## src/sv/decimal_number_glyph_renderer_assert.svh

```systemverilog
// ----------------------------------------------------------------------------
// Assertion macros for the decimal number glyph renderer
// Concurrent checks clocked on clk_i, with and without the reset guard.
// ----------------------------------------------------------------------------
`ifndef DECIMAL_NUMBER_GLYPH_RENDERER_ASSERT_SVH
`define DECIMAL_NUMBER_GLYPH_RENDERER_ASSERT_SVH

// Check a property on every rising edge outside reset.
`define DNGR_ASSERT(name, prop, msg) \
  name: assert property (@(posedge clk_i) disable iff (!rst_ni) (prop)) else $error(msg);

// Check a property on every rising edge, reset included.
`define DNGR_ASSERT_ALWAYS(name, prop, msg) \
  name: assert property (@(posedge clk_i) (prop)) else $error(msg);

`endif

```

## src/sv/dngr_pkg.sv

```systemverilog
// ----------------------------------------------------------------------------
// dngr_pkg
// Widths, field layout and the digit glyph ROM of the glyph renderer.
// ----------------------------------------------------------------------------
package dngr_pkg;

  // Width of the conversion; the value is taken modulo 2^VALUE_BITS.
  localparam int VALUE_BITS = 32;

  // Input field widths.
  localparam int ColInWidth  = 8;
  localparam int PageWidth   = 8;
  localparam int ValueWidth  = 32;
  localparam int InDataWidth = ColInWidth + PageWidth + ValueWidth;

  // Output field widths.
  localparam int ColOutWidth  = 7;
  localparam int HalfWidth    = 64;
  localparam int DigitWidth   = 4;
  localparam int OutFieldBits = ColOutWidth + PageWidth + 2 * HalfWidth + DigitWidth;
  localparam int OutDataWidth = ((OutFieldBits + 7) / 8) * 8;

  // A 32-bit value has at most ten decimal digits.
  localparam int NumDigits  = 10;
  localparam int BcdWidth   = NumDigits * DigitWidth;
  localparam int CountWidth = $clog2(NumDigits + 1);
  localparam int StepWidth  = $clog2(ValueWidth);

  // Mask that limits the value to VALUE_BITS bits.
  localparam logic [ValueWidth-1:0] ValueMask =
    (VALUE_BITS >= ValueWidth) ? {ValueWidth{1'b1}} :
    ValueWidth'((64'd1 << VALUE_BITS) - 64'd1);

  // Column step between neighbouring digits.
  localparam logic [ColInWidth-1:0] ColStep = ColInWidth'(8);
  // Page offset applied when a digit runs past the right edge.
  localparam logic [PageWidth-1:0] PageWrapStep = PageWidth'(2);

  typedef struct packed {
    logic [HalfWidth-1:0] second_half;
    logic [HalfWidth-1:0] first_half;
  } glyph_t;

  // 8x16 glyphs of the digits, byte 0 in the lowest bits of each half.
  function automatic glyph_t digit_glyph(input logic [DigitWidth-1:0] d);
    glyph_t g;
    unique case (d)
      4'd1: begin
        g.first_half  = 64'h2010_2010_0000_0000;
        g.second_half = 64'h0000_2000_2000_3FF8;
      end
      4'd2: begin
        g.first_half  = 64'h2408_2808_3070_0000;
        g.second_half = 64'h0000_30F0_2108_2208;
      end
      4'd3: begin
        g.first_half  = 64'h2108_2008_1830_0000;
        g.second_half = 64'h0000_1C70_2288_2108;
      end
      4'd4: begin
        g.first_half  = 64'h2440_0580_0600_0000;
        g.second_half = 64'h2400_2400_3FF8_2430;
      end
      4'd5: begin
        g.first_half  = 64'h2088_2088_19F8_0000;
        g.second_half = 64'h0000_0E08_1108_2088;
      end
      4'd6: begin
        g.first_half  = 64'h2088_1110_0FE0_0000;
        g.second_half = 64'h0000_1F00_2090_2088;
      end
      4'd7: begin
        g.first_half  = 64'h3E08_0008_0018_0000;
        g.second_half = 64'h0000_0018_0068_0188;
      end
      4'd8: begin
        g.first_half  = 64'h2108_2288_1C70_0000;
        g.second_half = 64'h0000_1C70_2288_2108;
      end
      4'd9: begin
        g.first_half  = 64'h2208_1208_01F0_0000;
        g.second_half = 64'h0000_0FE0_1110_2208;
      end
      // Digit zero; codes above nine show the same glyph.
      default: begin
        g.first_half  = 64'h2008_1010_0FE0_0000;
        g.second_half = 64'h0000_0FE0_1010_2008;
      end
    endcase
    return g;
  endfunction

endpackage

```

## src/sv/decimal_number_glyph_renderer.sv

```systemverilog
// ----------------------------------------------------------------------------
// decimal_number_glyph_renderer
// Converts a binary value to decimal digits and emits one glyph per digit.
// ----------------------------------------------------------------------------
// Usage: an item on the slave stream carries a start column, a start page
// and a 32-bit unsigned value. The block produces one result item per
// decimal digit, most significant first and without leading zeros (zero
// gives a single digit). Each result carries the digit's column and page,
// its 16 glyph bytes and the digit itself; tlast marks the last digit.
// Sequence: the item is taken, then a shift-and-add-three step runs once
// per cycle over all value bits, then leading zeros are dropped at one
// digit per cycle, then one result is loaded per cycle the output register
// is free. Dropped zeros and emitted digits always add up to ten. A new
// item is taken only after the last digit of the previous one is loaded.
// The time is set by the single bit-serial conversion loop;
// s_axis_tready is high only when idle.
// Results sit in an output register; a stalled receiver holds it and the
// digit emission pauses, and the next item may be taken while the last
// result still waits. Reset empties the output register and returns to idle.
// ----------------------------------------------------------------------------
module decimal_number_glyph_renderer (
  input  logic                              clk_i,
  input  logic                              rst_ni,
  input  logic                              s_axis_tvalid,
  output logic                              s_axis_tready,
  // tdata: start_column [7:0], start_page [15:8], value [47:16]
  input  logic [dngr_pkg::InDataWidth-1:0]  s_axis_tdata,
  output logic                              m_axis_tvalid,
  input  logic                              m_axis_tready,
  // tdata: column [6:0], page [14:7], glyph_first_half [78:15],
  //        glyph_second_half [142:79], digit_value [146:143], zeros above
  output logic [dngr_pkg::OutDataWidth-1:0] m_axis_tdata,
  output logic                              m_axis_tlast
);
  import dngr_pkg::*;

  typedef enum logic [1:0] {
    ST_IDLE,
    ST_CONV,
    ST_SKIP,
    ST_EMIT
  } state_e;

  state_e                 state_q;
  logic [StepWidth-1:0]   step_q;
  logic [ValueWidth-1:0]  bin_q;
  logic [BcdWidth-1:0]    bcd_q;
  logic [BcdWidth-1:0]    bcd_adj;
  logic [CountWidth-1:0]  count_q;
  logic [ColInWidth-1:0]  col_q;
  logic [PageWidth-1:0]   page_q;

  logic                   out_valid_q;
  logic                   out_valid_d;
  logic                   out_last_q;
  logic [ColOutWidth-1:0] out_col_q;
  logic [PageWidth-1:0]   out_page_q;
  glyph_t                 out_glyph_q;
  logic [DigitWidth-1:0]  out_digit_q;

  logic                   in_fire;
  logic                   out_free;
  logic                   emit_fire;
  logic [DigitWidth-1:0]  top_digit;

  assign s_axis_tready = (state_q == ST_IDLE);
  assign in_fire       = s_axis_tvalid && s_axis_tready;
  assign out_free      = !out_valid_q || m_axis_tready;
  assign emit_fire     = (state_q == ST_EMIT) && out_free;
  assign top_digit     = bcd_q[BcdWidth-1 -: DigitWidth];

  // The output register fills when a digit is loaded and empties once taken.
  assign out_valid_d = emit_fire || (out_valid_q && !m_axis_tready);

  // Add-three correction of every BCD digit ahead of the shift.
  always_comb begin
    for (int i = 0; i < NumDigits; i++) begin
      if (bcd_q[i*DigitWidth +: DigitWidth] >= DigitWidth'(5)) begin
        bcd_adj[i*DigitWidth +: DigitWidth] =
          bcd_q[i*DigitWidth +: DigitWidth] + DigitWidth'(3);
      end else begin
        bcd_adj[i*DigitWidth +: DigitWidth] = bcd_q[i*DigitWidth +: DigitWidth];
      end
    end
  end

  // Sequencer, conversion registers and the output register.
  always_ff @(posedge clk_i or negedge rst_ni) begin
    if (!rst_ni) begin
      state_q     <= ST_IDLE;
      out_valid_q <= 1'b0;
      step_q      <= '0;
      count_q     <= '0;
    end else begin
      out_valid_q <= out_valid_d;
      unique case (state_q)
        ST_IDLE: begin
          if (in_fire) begin
            col_q   <= s_axis_tdata[ColInWidth-1:0];
            page_q  <= s_axis_tdata[ColInWidth +: PageWidth];
            bin_q   <= s_axis_tdata[ColInWidth+PageWidth +: ValueWidth] & ValueMask;
            bcd_q   <= '0;
            step_q  <= '0;
            count_q <= CountWidth'(NumDigits);
            state_q <= ST_CONV;
          end
        end
        ST_CONV: begin
          bcd_q  <= {bcd_adj[BcdWidth-2:0], bin_q[ValueWidth-1]};
          bin_q  <= {bin_q[ValueWidth-2:0], 1'b0};
          step_q <= step_q + StepWidth'(1);
          if (step_q == StepWidth'(ValueWidth - 1)) begin
            state_q <= ST_SKIP;
          end
        end
        ST_SKIP: begin
          if (top_digit == '0 && count_q > CountWidth'(1)) begin
            bcd_q   <= {bcd_q[BcdWidth-DigitWidth-1:0], {DigitWidth{1'b0}}};
            count_q <= count_q - CountWidth'(1);
          end else begin
            state_q <= ST_EMIT;
          end
        end
        ST_EMIT: begin
          if (out_free) begin
            out_last_q  <= (count_q == CountWidth'(1));
            out_digit_q <= top_digit;
            out_glyph_q <= digit_glyph(top_digit);
            if (col_q[ColInWidth-1]) begin
              out_col_q  <= '0;
              out_page_q <= page_q + PageWrapStep;
            end else begin
              out_col_q  <= col_q[ColOutWidth-1:0];
              out_page_q <= page_q;
            end
            col_q   <= col_q + ColStep;
            bcd_q   <= {bcd_q[BcdWidth-DigitWidth-1:0], {DigitWidth{1'b0}}};
            count_q <= count_q - CountWidth'(1);
            if (count_q == CountWidth'(1)) begin
              state_q <= ST_IDLE;
            end
          end
        end
        default: state_q <= ST_IDLE;
      endcase
    end
  end

  // Output stream packing.
  assign m_axis_tvalid = out_valid_q;
  assign m_axis_tlast  = out_last_q;
  assign m_axis_tdata  = {{(OutDataWidth - OutFieldBits){1'b0}}, out_digit_q,
                          out_glyph_q.second_half, out_glyph_q.first_half,
                          out_page_q, out_col_q};

  // Checks on the sequencer.
  `include "decimal_number_glyph_renderer_assert.svh"

  // After the last digit is taken no result follows until a new conversion.
  `DNGR_ASSERT(a_no_result_after_last, (m_axis_tvalid && m_axis_tready && m_axis_tlast) |=> !m_axis_tvalid, "result after last digit")
  // An accepted item starts the conversion from its first step.
  `DNGR_ASSERT(a_accept_starts_conv, in_fire |=> (state_q == ST_CONV && step_q == '0), "conversion did not start")
  // A shown digit is always a decimal digit.
  `DNGR_ASSERT(a_digit_range, m_axis_tvalid |-> (out_digit_q <= DigitWidth'(9)), "digit out of range")
  // Leading-zero removal and emission never run out of digits.
  `DNGR_ASSERT_ALWAYS(a_count_nonzero, (state_q == ST_SKIP || state_q == ST_EMIT) |-> (count_q != '0), "digit count empty")

endmodule

```

## config.mk

```make
export PLATFORM = sky130hd
export DESIGN_NAME = decimal_number_glyph_renderer
export DESIGN_NICKNAME = d
export VERILOG_FILES = /design/src/sv/dngr_pkg.sv /design/src/sv/decimal_number_glyph_renderer.sv
export VERILOG_INCLUDE_DIRS = /design/src /design/src/sv
export SDC_FILE = /design/constraint.sdc
export NUM_CORES = 1
export LEC_CHECK = 0
export BUFFER_PORTS_ARGS = -buffer_cell sky130_fd_sc_hd__buf_2
export CORE_UTILIZATION = 45
export DETAILED_ROUTE_END_ITERATION = 16
export PLACE_DENSITY = 0.75
export SKIP_CTS_REPAIR_TIMING = 1
export SKIP_LAST_GASP = 1
export SLEW_MARGIN = 20
export SYNTH_ARGS = -nofsm -noshare
export SYNTH_HDL_FRONTEND = slang
export SYNTH_SLANG_ARGS = --single-unit
```

## constraint.sdc

```tcl
create_clock -name clk_i -period 9.06 [get_ports clk_i]
set_input_delay 1.812 -clock clk_i [delete_from_list [all_inputs] [get_ports clk_i]]
set_output_delay 1.812 -clock clk_i [all_outputs]
set_load 0.1 [all_outputs]
```

## Yosys cells after proc, flatten, opt, wreduce, memory -nomap -nowiden

Memories as Yosys holds them, arrays and structs flattened. A register that Yosys moved wholly into a read port is not among the register bits.
Cells that the tools add are included.

- Div/mod/pow operators: 0
- Bitwise logic cells: 0
- Reductions and logical operators: 21
- $mul: 0
- $add $sub $neg: 14
- Muxes and demuxes: 32
- Eq/ne operators: 11
- Shift-type cells: 0
- $lt $le $gt $ge: 11

Operators with widths:

| cell | number |
|---|---|
| 40-bit case mux with 4 select lines | 1 |
| 40-bit 2-to-1 mux | 3 |
| 32-bit case mux with 2 select lines | 1 |
| 4-bit 2-to-1 mux | 12 |
| 4-bit by 3-bit greater-or-equal comparator with 1-bit output (second input constant) | 10 |
| 4-bit by 2-bit adder with 4-bit output (second input constant) | 9 |
| 32-bit 2-to-1 mux | 1 |
| 8-bit 2-to-1 mux | 3 |
| 8-bit case mux with 2 select lines | 1 |
| 4-bit case mux with 3 select lines | 1 |
| 4-bit AND reduction | 3 |
| 2-bit 2-to-1 mux | 5 |
| 5-bit case mux with 2 select lines | 1 |
| 3-bit AND reduction | 3 |
| 8-bit by 2-bit adder with 8-bit output (second input constant) | 1 |
| 8-bit by 4-bit adder with 8-bit output (second input constant) | 1 |
| 2-bit inequality test (second input constant) | 4 |
| 2-bit case mux with 4 select lines | 1 |
| 5-bit by 1-bit adder with 5-bit output (second input constant) | 1 |
| 5-bit == test (second input constant) | 1 |
| 5-bit 2-to-1 mux | 1 |
| 5-bit AND reduction | 1 |
| 2-bit == test (second input constant) | 2 |
| 4-bit by 1-bit == test with 1-bit output (second input constant) | 1 |
| other kinds (14) | 21 |

- Bits in read-only memories: 1024
- Memories kept: 1
- Flip-flop bits (word level): 248
- Bits of input ports: 52
- RAM bits: 0
- Bits in latches: 0

Memory list:

| name | depth | width | rd ports | clocked after Yosys merged registers in | wr ports | line | text |
|---|---|---|---|---|---|---|---|
| (no name shown) | 16 | 64 | 1 | 1 | 0 | dngr_pkg.sv:47 | `unique case (d)` |

## Depth between registers and ports, before layout

Gate-level depths: netlist of run 1.

- Depth in word-level cells: 4
- Gate-level depth with buffers: 7

## Worst setup path after synthesis of run 1

Ideal clock, no wire load.

- Kind: input port to flip-flop
- Start point: input s_axis_tvalid
- End point: register bcd_q[0] (enable)
- Slack: 4.504 ns
- Data required time: 8.609 ns
- Setup time: 0.451 ns
- Cell stages on the path: 3
- Arrival: 4.106 ns
- Path through: nand2b_1 -> nand3_1 -> a21oi_1

- Longest elaborated chain between the ends: 3

RTL lines:

| what | line | text |
|---|---|---|
| start: declaration | decimal_number_glyph_renderer.sv:24 | `input logic s_axis_tvalid,` |
| 1-bit logical AND | decimal_number_glyph_renderer.sv:67 | `assign in_fire = s_axis_tvalid && s_axis_tready;` |
| 2-bit by 1-bit inequality test with 1-bit output (no line) | -- |  |
| 4-bit AND reduction (no line) | -- |  |
| end signal: assignment | decimal_number_glyph_renderer.sv:109 | `bcd_q <= {bcd_adj[BcdWidth-2:0], bin_q[ValueWidth-1]};` |
| end signal: assignment | decimal_number_glyph_renderer.sv:118 | `bcd_q <= {bcd_q[BcdWidth-DigitWidth-1:0], {DigitWidth{1'b0}}};` |
| end signal: assignment | decimal_number_glyph_renderer.sv:137 | `bcd_q <= {bcd_q[BcdWidth-DigitWidth-1:0], {DigitWidth{1'b0}}};` |
| end: declaration | decimal_number_glyph_renderer.sv:47 | `logic [BcdWidth-1:0] bcd_q;` |

Every way passes these cells.
A chain may end at the register's enable or synchronous reset.

## Final worst setup path of run 1

- Start point: register state_q[0]
- End point: output s_axis_tready

- Longest elaborated chain between the ends: 1

RTL lines:

| what | line | text |
|---|---|---|
| start: declaration | decimal_number_glyph_renderer.sv:44 | `state_e state_q;` |
| start signal: assignment | decimal_number_glyph_renderer.sv:90 | `state_q <= ST_IDLE;` |
| start signal: assignment | decimal_number_glyph_renderer.sv:105 | `state_q <= ST_CONV;` |
| start signal: assignment | decimal_number_glyph_renderer.sv:113 | `state_q <= ST_SKIP;` |
| 2-bit zero test | decimal_number_glyph_renderer.sv:66 | `assign s_axis_tready = (state_q == ST_IDLE);` |
| end: declaration | decimal_number_glyph_renderer.sv:25 | `output logic s_axis_tready,` |

Every way passes these cells.

==> results of run 1 <==
-- per-layer routing --
| metal | share of wire (%) | global-route usage [%] |
|---|---|---|
| met2 | 50 | 27.2 |
| met4 | 0.65 | 4.34 |
| met1 | 45 | 20.5 |
| met3 | 4.7 | 3.66 |
| met5 | 0 | 0 |
-- area by class of cell --
type | count | area (sq um)
clock buffer | 17 | 425
clock inverter | 15 | 126
fill | 1638 | 9000
inverter | 33 | 124
multi-input combinational | 474 | 3120
sequential | 165 | 4890
tap | 234 | 293
timing repair buffer | 142 | 723
-- worst max path at each step --
stage               slack (ns)  cells after the start     startpoint             to
global route              5.43                      3     state_q[0]  s_axis_tready
global placement          5.41                      4  s_axis_tvalid      bin_q[29]
finish                    5.55                      3     state_q[0]  s_axis_tready
floorplan                 4.50                      3  s_axis_tvalid       bcd_q[0]
detailed placement        5.40                      4  s_axis_tvalid      bin_q[29]
CTS                       5.53                      3     state_q[0]  s_axis_tready
-- through the flow --
| step | cells | worst slack [ns] | hold slack, ns | utilization, % | cell area, sq um |
|---|---|---|---|---|---|
| finish | 1080 | 5.55 | 0.425 | 51.9 | 9710 |
| global route | 1080 | 5.43 | 0.442 | 51.9 | 9710 |
| CTS | 1080 | 5.53 | 0.427 | 51.9 | 9710 |
| detailed placement | 1048 | 5.40 | 0.412 | 48.9 | 9160 |
| global placement | 1048 | 5.41 | 0.411 | 48.9 | 9160 |
| floorplan | 783 | 4.50 | 0.400 | - | 8860 |
-- synthesized netlist by cell type, drive strengths merged --
master / number
nor3b: 11
and2: 4
a32oi: 8
buf: 97
edfxtp: 153
and3: 4
inv: 33
xnor2: 22
a21o: 11
a32o: 2
or3: 2
nand2b: 20
o21a: 1
o31ai: 3
a31oi: 1
mux2: 45
nand4: 3
a211oi: 2
o21ai: 42
or3b: 1
a2bb2oi: 8
dfrtp: 12
nand3b: 1
conb: 2
clkbuf: 14
xor2: 5
o2111ai: 1
nand2: 59
nand3: 4
nor2: 47
a21oi: 29
mux2i: 6
o221ai: 1
o211ai: 1
o22ai: 3
ha: 37
or2: 7
nor2b: 14
-- registers in the layout, indices dropped and copies added, names as in the netlist --
name           cells
bcd_q             40
bin_q             32
col_q              8
count_q            4
m_axis_tdata      45
m_axis_tlast       1
m_axis_tvalid      1
out_col_q          7
out_digit_q        4
out_page_q         8
page_q             8
state_q            2
step_q             5
-- cells by family after synthesis --
| group | after synthesis | synth area share, % |
|---|---|---|
| simple gates | 177 | 9.97 |
| mux | 51 | 6.62 |
| fa+ha+maj | 37 | 5.37 |
| buf+inv | 144 | 10.1 |
| compound gates | 113 | 8.25 |
| xor+xnor | 27 | 2.75 |
| other cells | 2 | 0.0872 |
| flops | 165 | 56.8 |
==> reports/results.txt, run 1 <==
The tool flagged a number of max-cap violations equal to 0. Timing would allow up to 0.285 GHz. For this design, the slowest cell found on the critical path is sky130_fd_sc_hd__buf_2. Before antenna repair, the detailed router went through 4 iterations.

The critical path goes through inv_1 -> ha_1 -> buf_2. On the worst path, the slowest cell contributes a delay of 0.47 ns. Counting instances, the worst hold path has a depth of 0. Of the cells placed in the final design, the portion with a size suffix greater than 1 is 27.3%. In this run the register-to-register setup slack is 6.42 ns. The top cell types in the final layout, fill and taps aside, are sky130_fd_sc_hd__edfxtp_1 (153), sky130_fd_sc_hd__buf_2 (137), sky130_fd_sc_hd__conb_1 (69), sky130_fd_sc_hd__nand2_1 (59), sky130_fd_sc_hd__nor2_1 (47). Clock latency on the worst-skew pair, taken at its later pin, is 0.42 ns. For the post-detailed-routing wire length, the log shows 15.1 mm. The logs give 1.70 ns for the arrival time of the worst setup path and 17 for the number of clock buffers inserted by TritonCTS. The run gives 0.0197 sq mm as the total die area. Sorting the synthesized cells by area gives the leading types as sky130_fd_sc_hd__edfxtp_1 (53%), sky130_fd_sc_hd__buf_4 (7.7%), sky130_fd_sc_hd__mux2_2 (5.8%), sky130_fd_sc_hd__ha_1 (5.4%), sky130_fd_sc_hd__dfrtp_1 (3.5%). The floorplan step set the die height to 140 um. After synthesis the cells add up to 0.00861 sq mm. The first global-routing pass estimated 24.9 mm of wire.

In this design, the largest share of critical-path delay is due to buffers and inverters. The area of the core came out at 0.0187 sq mm. The initial DRC count was 306. The dominant cell type by area after synthesis was sky130_fd_sc_hd__edfxtp_1. The final route contains 5,290 vias. The cell count after synthesis came out at 716.

0 antenna diodes ended up in the layout. The number of distinct library cell variants in the gate-level netlist after synthesis is 43. The routed wire length per instance is 14.0 um. The min-delay analysis places its worst path in the category reg2reg.

The run gives 0 as the count of pins over their slew limit. The run finished with clean final reports. Sequential cells were found to cover 56.8% of the synthesized design area.

Clock tree synthesis found a total of 165 sinks. Dividing the detail-routed via count by the number of cells gives 4.90. The via count of the first global-routing pass is 5,028.

Setup repair after global routing left no endpoint under its margin. Dividing the synthesized area by the synthesized cell count gives 12.0 sq um. CTS built an H-tree with a depth of 4. Headroom to the max-slew limit came out at 42.5%. The portion of synthesized cell area occupied by the leading cell type works out to 53.3%.

The number of core rows was 50. No sink is reached through more buffers than the 2 on the longest clock path. Once the floorplan was initialized, standard cells occupied 46.0% of the core.

The detail route stage leaves a number of antenna-violating nets equal to 0. The final number of hold-violating endpoints is 0. In the final timing run, aggregate negative setup slack is 0 ns.

Summed over all layers, the global routing overflow is 0. The worst hold path terminates at out_page_q[0]. 207 I/O pins were placed.

In this run the critical register-to-register path is captured at bcd_q[2]. For the pin with the worst max-slew slack, the measured transition is 0.861 ns. The final critical-path share of the clock period came out at 38.8%. The cell sitting at the root of the clock tree is a sky130_fd_sc_hd__clkbuf_16. The critical path is of the reg2out type. The tools report the origin of the critical flop-to-flop path as bcd_q[36]. The library cell used most frequently in the layout, excluding fill and tap cells, is sky130_fd_sc_hd__edfxtp_1. The total track usage was 16.0%; the number of buffer cells added on primary ports was 137.

Counting both buffers and inverters, the worst setup path holds a total of 2. Entering global routing, the biggest net connects 66 pins. The count of yosys warnings during synthesis came out at 0.

The run gives 922 as the net count reported at finish. After legalization and detailed placement, the total HPWL measured 10.4 mm. TritonCTS built the clock tree. The path depth of the worst reg2reg path was 5; the final estimated routing congestion in global placement was 0.779. Relative to the synthesized area, the layout overhead comes to 12.7%. After clock tree synthesis, the clock-pin slew on the worst setup and hold paths is 0.07 ns. The DRC violation count after routing was 0. The initial antenna violation count was 0; the flip-flop and latch count after synthesis was 165. The overall die width is 140 um. The worst hold path begins at page_q[0]. After layout, the minimum clock period comes to 3.51 ns. Across the routed clock network, the largest skew measured is 0.0135 ns. The tools report the kind of end point of the critical path as a primary output.

STA puts the critical path data required time at 7.25 ns. STA classifies the critical path startpoint as a flop. The largest fanout on the critical path was 7; the count of final setup violators was 0.
Power of run 1 is not shown: default switching activity piles up to over one toggle a cycle in this logic, so the estimate is an artifact.
==> run 2, diff against run 1 <==
PLACE_DENSITY = 0.78   (was 0.75)
clock period = 3 ns   (was 9.06 ns; I/O delays follow)
==> run 2 against run 1 <==
Effect of this change:
- design area up 0.94%
- count of clock-buffer cells in the layout unchanged
- non-clock buffer count up 5
- highest routed layer unchanged
==> reports/results.txt, run 2 (synthesis results as in run 1) <==
The run finished with clean final reports. The floorplan step set the die height to 140 um. The area of the core was 0.0187 sq mm; the shortest clock period the worst path allows after layout was 2.32 ns. The logs give 0.0802 ns for the worst hold slack across all endpoints and 0.0197 sq mm for the total die area. The largest fanout on the critical path is 7.

At the end of the flow, the number of nets in the layout was 927. For this block, the initial DRC count from the detailed router was 305. The maximum number of buffers from clock root to sink was 2; the worst stage delay on the critical path was 0.48 ns. The layout cell share with drive strength beyond 1 is 27.8%, and the final-layout setup total negative slack is 0 ns. Clock tree synthesis found a total of 165 sinks. Entering global routing, the biggest net connects 66 pins. Clock-pin slew reported for the worst setup and hold paths after clock tree synthesis: 0.07 ns. Measured against its own limit, the worst slew margin works out to 52.5%. The overall die width was 140 um; the initial antenna violation count was 0.

The logs give 46.0% for the starting density of the core and 50 for the number of core rows. Data arrives at the worst endpoint at 1.72 ns. The first global-routing pass estimated 24.5 mm of wire. For the final number of hold-violating endpoints, the log shows 0.

Among cell families on the critical path, the largest total delay comes from buffers and inverters. The tools report the count of final setup violators as 0. The min-delay analysis places its worst path in the category in2async. The total of fill cells in the finished design was 1,580.

In the layout the commonest cells are sky130_fd_sc_hd__edfxtp_1 (153), sky130_fd_sc_hd__buf_2 (137), sky130_fd_sc_hd__conb_1 (69), sky130_fd_sc_hd__nand2_1 (59), sky130_fd_sc_hd__nor2_1 (47). TritonCTS built the clock tree. The overall via count from detail_route is 5,324, and the buffer and inverter count on the worst path is 2. The run gives 5,006 as the via count of the first global-routing pass. Once detailed placement completed, the half-perimeter wirelength came to 10.5 mm.

The critical-path cell with the highest stage delay is sky130_fd_sc_hd__buf_2. Summing all flip-flop and latch instances after layout gives 0.00489 sq mm. Walking the worst path, the cells encountered are inv_1 -> ha_1 -> buf_2. The worst setup path is of the reg2out kind. Of the available clock period, the critical path in the final layout requires 77.3%. The number of antenna repair diodes is 0, and the routed wire length per instance is 14.1 um. For this design the top-level I/O count stands at 207. The tree is rooted in a sky130_fd_sc_hd__clkbuf_16. Setup repair after global routing left no endpoint under its margin.

In the global route stage, overall resource usage came out at 15.9%. At the placement stage, the worst setup path has a slack of 0.688 ns. The measured slew at the worst slew-check pin is 0.705 ns. The via count normalized by instance count was 4.91; the maximum achievable frequency was 0.431 GHz.

The final worst setup slack came out at 0.681 ns. The detailed-router iteration count before antenna repair is 5, and the setup skew after layout is 0.00828 ns. For the worst-skew pair, the clock arrives at the later sink with an insertion delay of 0.42 ns. The kind of end point of the critical path is a primary output. The final estimated routing congestion in global placement was 0.799.

The number of buffer cells added on primary ports was 137; the total of max-cap violations was 0. The number of clock buffers added by TritonCTS is 17. The startpoint type of the worst setup path was a flop.

In the routed design, unresolved DRC markers number 0. The count of pins over their slew limit was 0. Relative to the synthesized area, the layout overhead comes to 13.8%. For the worst setup path, the data required time is 2.40 ns.

The flip-flop count of the largest register after layout is 45, and the post-detailed-routing wire length is 15.3 mm. The area of combinational cells with multiple inputs is 0.00312 sq mm. Leaving out fill and tap cells, the most frequent cell in the layout is sky130_fd_sc_hd__edfxtp_1.

Global routing finished with a remaining overflow of 0. In this run the number of H-tree levels came out at 4. In this run the remaining antenna-violating nets after routing total 0.
## run 2: changes by cell type in the layout (fill, tap and decap cells not counted), moves of 2 or more
| cell | previous run | this run |
|---|---|---|
| sky130_fd_sc_hd__buf_4 | 5 | 8 |
| sky130_fd_sc_hd__bufinv_16 | 0 | 2 |
| sky130_fd_sc_hd__clkinvlp_4 | 4 | 2 |
| sky130_fd_sc_hd__clkinv_2 | 2 | 5 |
| sky130_fd_sc_hd__buf_12 | 0 | 2 |
## run 2: per-stage QoR
step	cells	utilization (%)	cell area [sq um]
2_1_floorplan	783	-	8880
3_3_place_gp	1053	49.3	9220
3_5_place_dp	1053	49.3	9220
4_1_cts	1085	52.4	9800
5_1_grt	1085	52.4	9800
6_report	1085	52.4	9800
## run 2: cell type report
type / instances / area share, %
Sequential cell: 165 / 50.0
Tap cell: 234 / 2.99
Clock inverter: 15 / 1.58
Inverter: 33 / 1.26
Multi-Input combinational cell: 474 / 31.8
Timing Repair Buffer: 147 / 8.02
Clock buffer: 17 / 4.34
## run 2: worst paths after layout
path / depth (start not counted) / end / start / slack [ns]
worst max-delay path: 3 / s_axis_tready / state_q[0] / 0.68
worst min-delay path: 1 / count_q[2] / rst_ni / 0.08
worst max register to register: 5 / bcd_q[9] / bcd_q[36] / 0.68
worst min register to register: 0 / out_page_q[0] / page_q[0] / 0.42
max in group asynchronous: 1 / step_q[4] / rst_ni / 2.65
min in group clk_i: 1 / page_q[0] / s_axis_tdata[8] / 0.35
## run 2: per-layer routing
layer	share of wire (%)	wire, um	vias up	global-route usage (%)
li1	-	-	2604	-
met1	44	6710	2545	19.7
met2	51	7780	156	27.5
met3	4.0	608	19	3.38
met4	1.2	177	0	5.38
met5	0	0	-	0
## run 2: worst reg2reg max path: cells and delay by family, from the launching register on
kind | cells | cell delay [ns]
compound gates | 2 | 0.45
buf+inv | 2 | 0.54
flops | 1 | 0.55
fa+ha+maj | 1 | 0.46
Power of run 2 is left out for the same reason.
==> run 3, diff against run 2 <==
PLACE_DENSITY = 0.75   (was 0.78)
clock period = 2.35 ns   (was 3 ns; I/O delays follow)
==> run 3 against run 2 <==
Effect of this change:
- worst setup slack worse by 0.45 ns
- core utilization grew 0.56 points
- first-iteration DRC count shrank 1.3%
- die area unchanged
- design area increased by 1.1%
- critical path depth is the same
- register-to-register slack worse by 0.42 ns
- via count up 1.0%
- sequential share of layout area shrank 0.52 points
- routed wire length up 1.9%
- non-clock buffer count rose by 13
- cell count grew 1.2%
- critical endpoint unchanged
==> reports/results.txt, run 3 (synthesis results as in run 1) <==
The flow ran to the end, and the final reports show no timing, DRC or antenna violations. The worst setup path is launched from a flop. The number of clock buffers inserted by TritonCTS is 17. Leaving out fill and tap cells, the most frequent cell in the layout is sky130_fd_sc_hd__edfxtp_1.

The logs give 0.0197 sq mm for the total die area and 940 for the net count reported at finish. The number of antenna repair diodes was 0; the headroom to the max-slew limit was 65.8%. The via count normalized by instance count was 4.90; the die outline height was 140 um. The critical path depth came out at 3.

The type of the worst setup path is reg2out. The register with the most flip-flops in the layout has 45 of them. The shortest clock period the worst path allows after layout works out to 2.12 ns. The initial antenna violation count is 0. Count of final setup violators: 0. The pre-CTS worst setup slack is 0.288 ns. After the first detailed-routing iteration, the DRC count stood at 301. After global routing the overflow that remains totals 0. The end point of the worst hold path is page_q[5]. The number of cells on the worst hold path is 1. The tree built by TritonCTS fans out to 165 sinks. The logs give 0.00990 sq mm for the final design instance area without fill and 46.0% for the starting density of the core. The class of the worst hold path was in2reg.

The cell area reported after detailed placement was 0.00934 sq mm. The setup skew after layout is 0.00742 ns. The post-detailed-routing wire length was 15.6 mm; the measured slew at the worst slew-check pin was 0.507 ns.

The H-tree was split into 4 levels. Routability-driven placement finished with a final weighted congestion of 0.784. Global routing used 16.2% of the available tracks. The floorplan has 50 rows. Entering global routing, the biggest net connects 45 pins. The run gives 0.0187 sq mm as the area of the core. The run gives 25.1 mm as the wire length of the first global-routing pass.

The number of buffer cells added on primary ports works out to 137. The detailed-router iteration count before antenna repair was 5; the total of max-cap violations was 0. The startpoint identified for the worst hold timing path is s_axis_tdata[13]. The worst path uses 90.1% of the clock period. In this design, the stage delay of the slowest critical-path cell is 0.46 ns. The worst setup path is captured at a primary output. After layout, the worst setup slack is 0.234 ns.

The via count of the first global-routing pass was 5,095; the area growth from synthesis to final layout was 15.0%. The largest fanout on the critical path is 7. Counting along the longest clock path gives a buffer depth of 2.

The number of buffers and inverters on the critical path is 2. The family of cells with the greatest summed delay on the critical path was buffers and inverters. Detailed placement ended at an HPWL of 10.8 mm.

The insertion delay to the later sink of the worst-skew pair was 0.42 ns; the I/O pin count was 207. The path depth of the worst reg2reg path came out at 5. TritonCTS built the clock tree.

The final number of hold-violating endpoints came out at 0. The run gives 5,378 as the overall via count from detail_route. The overall die width works out to 140 um. The tools report the critical register-to-register path endpoint as bcd_q[3]. The critical-path cell with the highest stage delay is sky130_fd_sc_hd__buf_2. After detailed routing, the number of remaining DRC violations is 0. Of the cells placed in the final design, the portion with a size suffix greater than 1 is 28.7%.

At the worst endpoint, the required time is 1.88 ns. The final-layout setup total negative slack was 0 ns. Static timing analysis puts the maximum clock frequency at 0.473 GHz. The tools report the number of standard cells in the layout, taps in and fillers out as 1,098. Setup repair after global routing left no endpoint under its margin.

Including well taps, the total number of placed cells is 1,065. The routed wire length per instance was 14.2 um; the post-detailed-route count of antenna-violating nets was 0. The tools report the arrival time of the worst setup path as 1.65 ns. The run gives 0 as the count of pins over their slew limit. Root buffer selected by CTS: sky130_fd_sc_hd__clkbuf_16. The startpoint identified for the worst register-to-register timing path is bcd_q[36].

The library cells used most frequently in the layout, excluding fill and tap cells, are sky130_fd_sc_hd__edfxtp_1 (153), sky130_fd_sc_hd__buf_2 (137), sky130_fd_sc_hd__conb_1 (69), sky130_fd_sc_hd__nand2_1 (59), sky130_fd_sc_hd__nor2_1 (47). Walking the worst path, the cells encountered are inv_1 -> ha_4 -> buf_2. After clock tree synthesis, the clock-pin slew on the worst setup and hold paths is 0.06 ns. The internal reg-to-reg setup slack came out at 0.26 ns.
==> run 3: cell types whose count changed in the layout (fill, tap and decap cells not counted), moves of 2 or more <==
cell / change
sky130_fd_sc_hd__ha_1: -2
sky130_fd_sc_hd__buf_4: +11
sky130_fd_sc_hd__clkinv_1: +2
sky130_fd_sc_hd__clkinv_2: -3
sky130_fd_sc_hd__clkinv_4: +2
==> run 3: metal layers <==
metal / wire [um] / track usage (%)
met5: 0 / 0
met4: 150 / 5.03
met3: 790 / 4.10
met2: 7820 / 28.2
met1: 6800 / 19.8
==> run 3: worst max-delay path by stage <==
stage	startpoint	end	slack, ns
after floorplan	bcd_q[37]	bcd_q[0]	0.03
after global placement	bcd_q[36]	bcd_q[2]	0.40
after detailed placement	bcd_q[36]	bcd_q[2]	0.29
after CTS	state_q[0]	s_axis_tready	0.21
after global routing	bcd_q[36]	bcd_q[3]	0.12
final	state_q[0]	s_axis_tready	0.23
==> run 3: area by class of cell <==
cell class | instances | area, sq um
Multi-Input combinational cell | 474 | 3140
Fill cell | 1605 | 8800
Clock buffer | 18 | 429
Sequential cell | 165 | 4890
Inverter | 33 | 124
Tap cell | 234 | 293
Timing Repair Buffer | 160 | 898
Clock inverter | 14 | 128
==> run 3: per-stage QoR <==
| stage | utilization, % | hold WS, ns |
|---|---|---|
| 6_report | 52.9 | 0.224 |
| 5_1_grt | 52.9 | 0.206 |
| 4_1_cts | 52.9 | -0.118 |
| 3_5_place_dp | 49.9 | 0.343 |
| 3_3_place_gp | 49.9 | 0.336 |
| 2_1_floorplan | - | 0.174 |
Power of run 3 is left out for the same reason.
